`config.mk`:
```
export PLATFORM = sky130hd
export DESIGN_NAME = ade_mul
export DESIGN_NICKNAME = d
export VERILOG_FILES = /design/src/sv/attack_decay_envelope_defines.svh /design/src/sv/ade_pkg.sv /design/src/sv/ade_mul.sv
export SDC_FILE = /design/constraint.sdc
export NUM_CORES = 2
export LEC_CHECK = 0
export BUFFER_PORTS_ARGS = -buffer_cell sky130_fd_sc_hd__buf_2
export CORE_MARGIN = 10
export CORE_UTILIZATION = 30
export CTS_CLUSTER_DIAMETER = 200
export DETAILED_ROUTE_END_ITERATION = 10
export SLEW_MARGIN = 15
export SYNTH_ARGS = -nofsm -noshare
export SYNTH_HDL_FRONTEND = slang
export SYNTH_SLANG_ARGS = --single-unit
```
`constraint.sdc`:
```
create_clock -name i_clk -period 15 [get_ports i_clk]
set_input_delay 0.75 -clock i_clk [delete_from_list [all_inputs] [get_ports i_clk]]
set_output_delay 0.75 -clock i_clk [all_outputs]
set_load 0.02 [all_outputs]
```
`src/sv/attack_decay_envelope_defines.svh`:
```
// Assertion macros shared by the envelope RTL.
`ifndef ATTACK_DECAY_ENVELOPE_DEFINES_SVH
`define ATTACK_DECAY_ENVELOPE_DEFINES_SVH
`ifndef ASSERT_OFF
`define ADE_ASSERT(lbl, clk, rst_n, prop, msg) \
    lbl: assert property (@(posedge clk) disable iff (!rst_n) prop) else $error(msg);
`define ADE_ASSERT_IMP(lbl, clk, rst_n, ante, cons, msg) \
    lbl: assert property (@(posedge clk) disable iff (!rst_n) (ante) |-> (cons)) else $error(msg);
`else
`define ADE_ASSERT(lbl, clk, rst_n, prop, msg)
`define ADE_ASSERT_IMP(lbl, clk, rst_n, ante, cons, msg)
`endif
`endif

```
`src/sv/ade_pkg.sv`:
```
package ade_pkg;

    localparam int EXP_SQ_DEF     = 8;
    localparam int LEVEL_BITS_DEF = 24;
    localparam int CURVE_FRAC     = 36;
    localparam int LVL_W          = 24;
    localparam int CNT_W          = 25;
    localparam int CURVE_W        = 15;
    localparam int STAGE_W        = 2;
    localparam int CFG_IDX_W      = 3;
    localparam int CFG_W          = 24;
    localparam int OP_W           = 64;

    typedef logic [STAGE_W-1:0] t_seg;
    localparam t_seg SEG_IDLE = 2'd0;
    localparam t_seg SEG_ATT  = 2'd1;
    localparam t_seg SEG_DEC  = 2'd2;
    localparam t_seg SEG_RSV  = 2'd3;

    localparam logic [CFG_IDX_W-1:0] CFG_ATTACK = 3'd0;
    localparam logic [CFG_IDX_W-1:0] CFG_DECAY  = 3'd1;
    localparam logic [CFG_IDX_W-1:0] CFG_CURVE  = 3'd2;
    localparam logic [CFG_IDX_W-1:0] CFG_LOW    = 3'd3;
    localparam logic [CFG_IDX_W-1:0] CFG_HIGH   = 3'd4;

    localparam logic [23:0]        ATT_RST   = 24'd2400;
    localparam logic [23:0]        DEC_RST   = 24'd2400;
    localparam logic signed [23:0] HIGH_RST  = 24'sd4194304;
    localparam logic signed [23:0] LEVEL_RST = 24'sd419;
    localparam logic signed [23:0] ONE_Q22   = 24'sd4194304;

    localparam logic signed [63:0] LVL_MAX64 = 64'sd8388607;
    localparam logic signed [63:0] LVL_MIN64 = -64'sd8388608;
    localparam logic [63:0] EXP_ONE    = 64'h0000_0000_4000_0000;
    localparam logic [63:0] EXP_CAP    = 64'h4000_0000_0000_0000;
    localparam logic [63:0] XPOS_LIMIT = 64'd67108864;
    localparam logic [63:0] SAT_MAX    = 64'h7FFF_FFFF_FFFF_FFFF;
    localparam logic [CNT_W-1:0] TICK_MAX = 25'h1FF_FFFF;

    typedef struct packed {
        logic busy;
        logic done;
    } t_unit_sts;

    function automatic logic signed [LVL_W-1:0] clamp_lvl(input logic signed [63:0] v);
        logic signed [63:0] c;
        c = v;
        if (v > LVL_MAX64) c = LVL_MAX64;
        if (v < LVL_MIN64) c = LVL_MIN64;
        return c[LVL_W-1:0];
    endfunction

endpackage

```
`src/sv/ade_mul.sv`:
```
module ade_mul (
    input  logic                        i_clk,
    input  logic                        i_rst_n,
    input  logic                        i_start,
    input  logic [ade_pkg::OP_W-1:0]    i_a,
    input  logic [ade_pkg::OP_W-1:0]    i_b,
    output ade_pkg::t_unit_sts          o_sts,
    output logic [2*ade_pkg::OP_W-1:0]  o_prod
);

    logic [63:0]  r_a;
    logic [63:0]  r_b;
    logic [63:0]  r_pp;
    logic [1:0]   r_sh;
    logic [127:0] r_acc;
    logic [2:0]   r_cnt;
    logic         r_busy;
    logic         r_done;
    logic [31:0]  w_a_half;
    logic [31:0]  w_b_half;

    assign w_a_half = r_cnt[0] ? r_a[63:32] : r_a[31:0];
    assign w_b_half = r_cnt[1] ? r_b[63:32] : r_b[31:0];

    // one 32x32 partial product per cycle, accumulated in the cycle after
    always_ff @(posedge i_clk) begin
        if (!i_rst_n) begin
            r_busy <= 1'b0;
            r_done <= 1'b0;
            r_cnt  <= 3'd0;
        end else begin
            r_done <= 1'b0;
            if (i_start) begin
                r_a    <= i_a;
                r_b    <= i_b;
                r_acc  <= 128'd0;
                r_cnt  <= 3'd0;
                r_busy <= 1'b1;
            end else if (r_busy) begin
                if (r_cnt != 3'd4) begin
                    r_pp <= 64'(w_a_half) * 64'(w_b_half);
                    r_sh <= 2'({1'b0, r_cnt[0]} + {1'b0, r_cnt[1]});
                end
                if (r_cnt != 3'd0) begin
                    r_acc <= r_acc + ({64'd0, r_pp} << {r_sh, 5'd0});
                end
                if (r_cnt == 3'd4) begin
                    r_busy <= 1'b0;
                    r_done <= 1'b1;
                end
                r_cnt <= r_cnt + 3'd1;
            end
        end
    end

    assign o_sts.busy = r_busy;
    assign o_sts.done = r_done;
    assign o_prod     = r_acc;

endmodule

```
; ---- Yosys cells after proc, flatten, opt, wreduce, memory -nomap -nowiden
; Index checks and enable logic that the tools add are counted.
[op_classes]
n_mul = 1
n_shift = 1
muxes = 8
n_eq_ne = 2
bitwise_logic = 3
add_sub_neg = 3
n_reduce_logical = 8
[ops]
columns = operator, n
row1 = 128-bit two-way mux, 2
row2 = 128-bit adder, 1
row3 = 64-bit by 7-bit left shift with 128-bit output, 1
row4 = 32-bit by 32-bit multiplier with 64-bit output, 1
row5 = 32-bit two-way mux, 2
row6 = 1-bit two-way mux, 4
row7 = 4-bit AND reduction, 1
row8 = 2-bit nonzero test, 2
row9 = "3-bit by 1-bit adder with 3-bit output, second input constant", 1
row10 = "3-bit equality test, second input constant", 1
row11 = "3-bit != test, second input constant", 1
row12 = 1-bit inverter, 3
row13 = 3-bit AND reduction, 1
row14 = 3-bit nonzero test, 1
row15 = 3-bit OR reduction, 1
row16 = 1-bit by 1-bit adder with 2-bit output, 1
row17 = 2-bit AND reduction, 1
row18 = 2-bit OR reduction, 1
[word_totals]
out_inout_bits = 130
wordCells = 34
ff_bits = 327
in_bits = 131

; ---- Logic depth before layout (Yosys ltp)
[depth]
word_depth = 4
mapped_depth = 34
depth_no_buf = 29

; ---- Least setup slack after synthesis
; No wires, ideal clock.
[synth_path]
path_type = register to register
start = register r_cnt[1]
end = register r_pp[63], data pin
t_required_ns = 14.740
path_stages_with_launch = 32
n_path_buf = 5
synth_period_minus_slack_ns = 8.597
setup_ns = 0.260
arrival_time_ns = 8.337
slack_ns = 6.403
path_cell_list = dfxtp_1 -> clkbuf_1 -> clkbuf_1 -> clkbuf_1 -> buf_1 -> mux2_1 -> nand2_1 -> fa_1 -> inv_1 -> fa_1 -> inv_1 -> fa_1 -> fa_1 -> inv_1 -> fa_1 -> fa_1 -> fa_1 -> inv_1 -> fa_1 -> inv_1 -> ha_1 -> clkbuf_1 -> o21a_1 -> o21bai_1 -> a21oi_1 -> o211a_1 -> o21ai_0 -> nor4b_1 -> a21oi_1 -> nor3_1 -> o221a_2 -> xnor2_1
[synth_via]
elab_chain_len = 2
[synth_lines]
columns = element, line_no
row1 = "start, declared", ade_mul.sv:16  ; logic [2:0] r_cnt;
row2 = "start signal, assigned", ade_mul.sv:51  ; r_cnt <= r_cnt + 3'd1;
row3 = 32-bit two-way mux, ade_mul.sv:23  ; assign w_b_half = r_cnt[1] ? r_b[63:32] : r_b[31:0];
row4 = 32-bit by 32-bit multiplier with 64-bit output, ade_mul.sv:41  ; r_pp <= 64'(w_a_half) * 64'(w_b_half);
row5 = "end signal, assigned", ade_mul.sv:41
row6 = "end, declared", ade_mul.sv:13  ; logic [63:0] r_pp;
; No other way between the ends.
; A chain may end at the register's enable or synchronous reset.

; ---- Worst setup path after layout
[layout_path]
start = register r_cnt[0]
end = register r_pp[63], data pin
[layout_via]
elab_chain_len = 2
[layout_lines]
columns = element, line_no
row1 = 32-bit two-way mux, ade_mul.sv:22  ; assign w_a_half = r_cnt[0] ? r_a[63:32] : r_a[31:0];
row2 = 32-bit by 32-bit multiplier with 64-bit output, ade_mul.sv:41
; No other way between the ends.

==> results.cfg <==
[synth]
synth_seq_cells = 327
syn_avg_cell_area_um2 = 9.099
synthCells = 5916
synthArstFlopShare = 0
syn_area_mm2 = 0.05383
synth_nets = 7336
ys_top_cells_by_area = fa_1 (33%), edfxtp_1 (18%), ha_1 (9.1%)
yosys.area.top_type = fa_1
synth_top_area_frac = 0.3336
seq_area_frac_synth = 0.1815
yosysUniqueCellTypes = 93
yosys_most_used_dff = edfxtp_1
synth-edff-count = 322
synth_common_cells = inv_1 (951), fa_1 (897), nor2_1 (862)
ys_warn_count = 0
yosysMostFrequentCell = inv_1

[drt]
routed_via_density = 5.288
wl_per_cell_um = 24.82
drc = 0
vias = 44390
dr.pass1.iters = 6
drtIter0Drc = 4533
ant_nets = 0
routed_wirelength_um = 208300

[die]
core_area_mm2 = 0.1784
die_area_mm2 = 0.1968
initial_core_util = 0.3017
rows = 155
boundaryPins = 261
die_w_um = 443.6
fp.dieH_um = 443.6

[placed_design]
dp_hpwl_um = 166100
io_buffers = 260
gp_congestion = 0.9865

[sta]
setup_viol = 0
finalSetupTns_ps = 0
finalHoldViolations = 0
max-slew-margin-rel = 0.1448
slew_violations = 0
fmax_mhz = 102.8
skew_ps = 27.38
fin_crit_ps = 9727
fin_crit_sh = 0.6485
rsz0062_at_grt = false
worst_pin_slew_ps = 1256

[clock_tree]
clock_latency_ps = 640
postCtsSetupBuffers = 0
clkTransAtPathRegs_ps = 60
cts_buffers = 40
cts_resized = 0
cts_sinks = 327
cts_buffer_depth = 3
cts_tree = yes
h-tree-depth = 2
cts_hold_buf = 0
root_buffer = clkbuf_16

[critical_path]
reg2reg_slack_ps = 5270
reg2regPathDepth = 28
cp_slowest_cell = mux2i_4
startpoint_type = flop
worstPathMaxFanout = 50
cp.required_ps = 15360
slowest_delay_ps = 1120
endpoint_kind = flop
critical_path_class = flop to flop
cpMostUsedCell = fa_1
regToRegStartpoint = r_cnt[0]
rr_endpoint = r_pp[63]
crit_arrival_ps = 10090

[hold_path]
hold_class = input pin to flop
holdPathStages = 1
holdCritStartpoint = i_a[51]
min_to = r_a[51]

[grt]
overflow = 0
grt_first_pass_wirelength_um = 304800
grt_pass1_vias = 45610
grt_use_total = 0.2060
grt_max_degree = 129
antenna_found_initial = 8

[run]
drv_cap = 0

[final_layout]
synthToLayoutAreaGrowth_pct = 9.811
drive_gt1_frac = 0.09162
nets = 7428

[outcome]
status = complete, no violations
-- cell usage in the layout, fill, tap and decap left out, types with 8 or more instances in the layout --
cell,instances
inv_1,951
fa_1,897
nor2_1,861
nand2_1,676
ha_1,392
edfxtp_1,322
a21oi_1,292
buf_2,259
o21ai_0,166
xnor2_1,111
nand4_1,87
buf_4,79
a21o_1,74
mux2_2,69
o21bai_1,58
nor2b_1,57
mux2i_1,54
xor2_1,54
nor3_1,52
mux2i_2,42
clkbuf_16,41
and2_1,37
a22o_1,32
nand3_1,31
o21a_1,29
a31oi_1,24
a211oi_1,18
nand2b_1,17
and3_1,15
a21boi_0,15
o31ai_1,13
nor4_1,13
o211ai_1,12
or3_1,11
or2_2,9
clkinv_1,8
-- sequential cells by signal (all words and copies together) (netlist names) --
name    flops
r_cnt       3
r_done      1
o_prod    128
r_busy      1
r_sh        2
r_b        64
r_a        64
r_pp       64
-- through the flow --
step | instance area [µm²] | std cells | setup WS (ps) | hold slack, ps | utilization
CTS | 59110 | 8391 | 5519 | 255.8 | 0.3313
detailed placement | 57780 | 8321 | 5535 | 534.2 | 0.3238
global route | 59110 | 8391 | 4854 | 274.8 | 0.3313
global placement | 57780 | 8321 | 5601 | 533.0 | 0.3238
floorplan | 53830 | 5916 | 6403 | 470.7 | -
finish | 59110 | 8393 | 5273 | 294.8 | 0.3313
-- kinds of logic (layout without fill, tap and decap cells) --
| kind of cell | Yosys count | after routing | share of synthesized area |
|---|---|---|---|
| simple gates | 1908 | 1908 | 0.1498 |
| fa+ha+maj | 1289 | 1289 | 0.4247 |
| buf+inv | 1240 | 1360 | 0.08714 |
| compound gates | 813 | 813 | 0.09590 |
| flops | 327 | 327 | 0.1815 |
| mux | 174 | 174 | 0.03412 |
| xor+xnor | 165 | 165 | 0.02685 |
| other cells | 0 | 2 | 0 |
-- worst max-delay path: cells and delay by family, from the launching register on --
family / cells / cell delay (ps)
xor gates and xnor gates: 1 / 70
AOI/OAI and AO/OA: 4 / 1080
buffers and inverters: 7 / 990
DFF: 1 / 520
adders and majority gates: 9 / 4260
muxes: 1 / 1120
and+or+nand+nor: 6 / 1330
-- layer usage --
metal	global-route usage	wire (µm)
met1	0.2714	84160
met2	0.3152	89450
met3	0.06025	24210
met4	0.08480	10490
met5	0	36
-- layout make-up --
type                            count  area (µm²)
Inverter                          951        3570
Fill cell                       18570      119300
Timing Repair Buffer              339        1909
Tap cell                         2355        2947
Multi-Input combinational cell   4349       39580
Clock inverter                     23       280.3
Antenna cell                        2       5.005
Clock buffer                       47        1049
Sequential cell                   327        9777
-- how the worst max path moves through the flow --
stage / start / to / slack, ps / depth (start not counted)
after CTS: r_cnt[0] / r_pp[63] / 5520 / 28
final: r_cnt[0] / r_pp[63] / 5270 / 28
after floorplan: r_cnt[1] / r_pp[63] / 6400 / 31
after detailed placement: r_cnt[0] / r_pp[63] / 5530 / 28
after global placement: r_cnt[0] / r_pp[41] / 5600 / 28
after global routing: r_cnt[0] / r_pp[63] / 4850 / 28
Power is not shown: default switching activity piles up to over one toggle a cycle in this logic, so the estimate is an artifact.
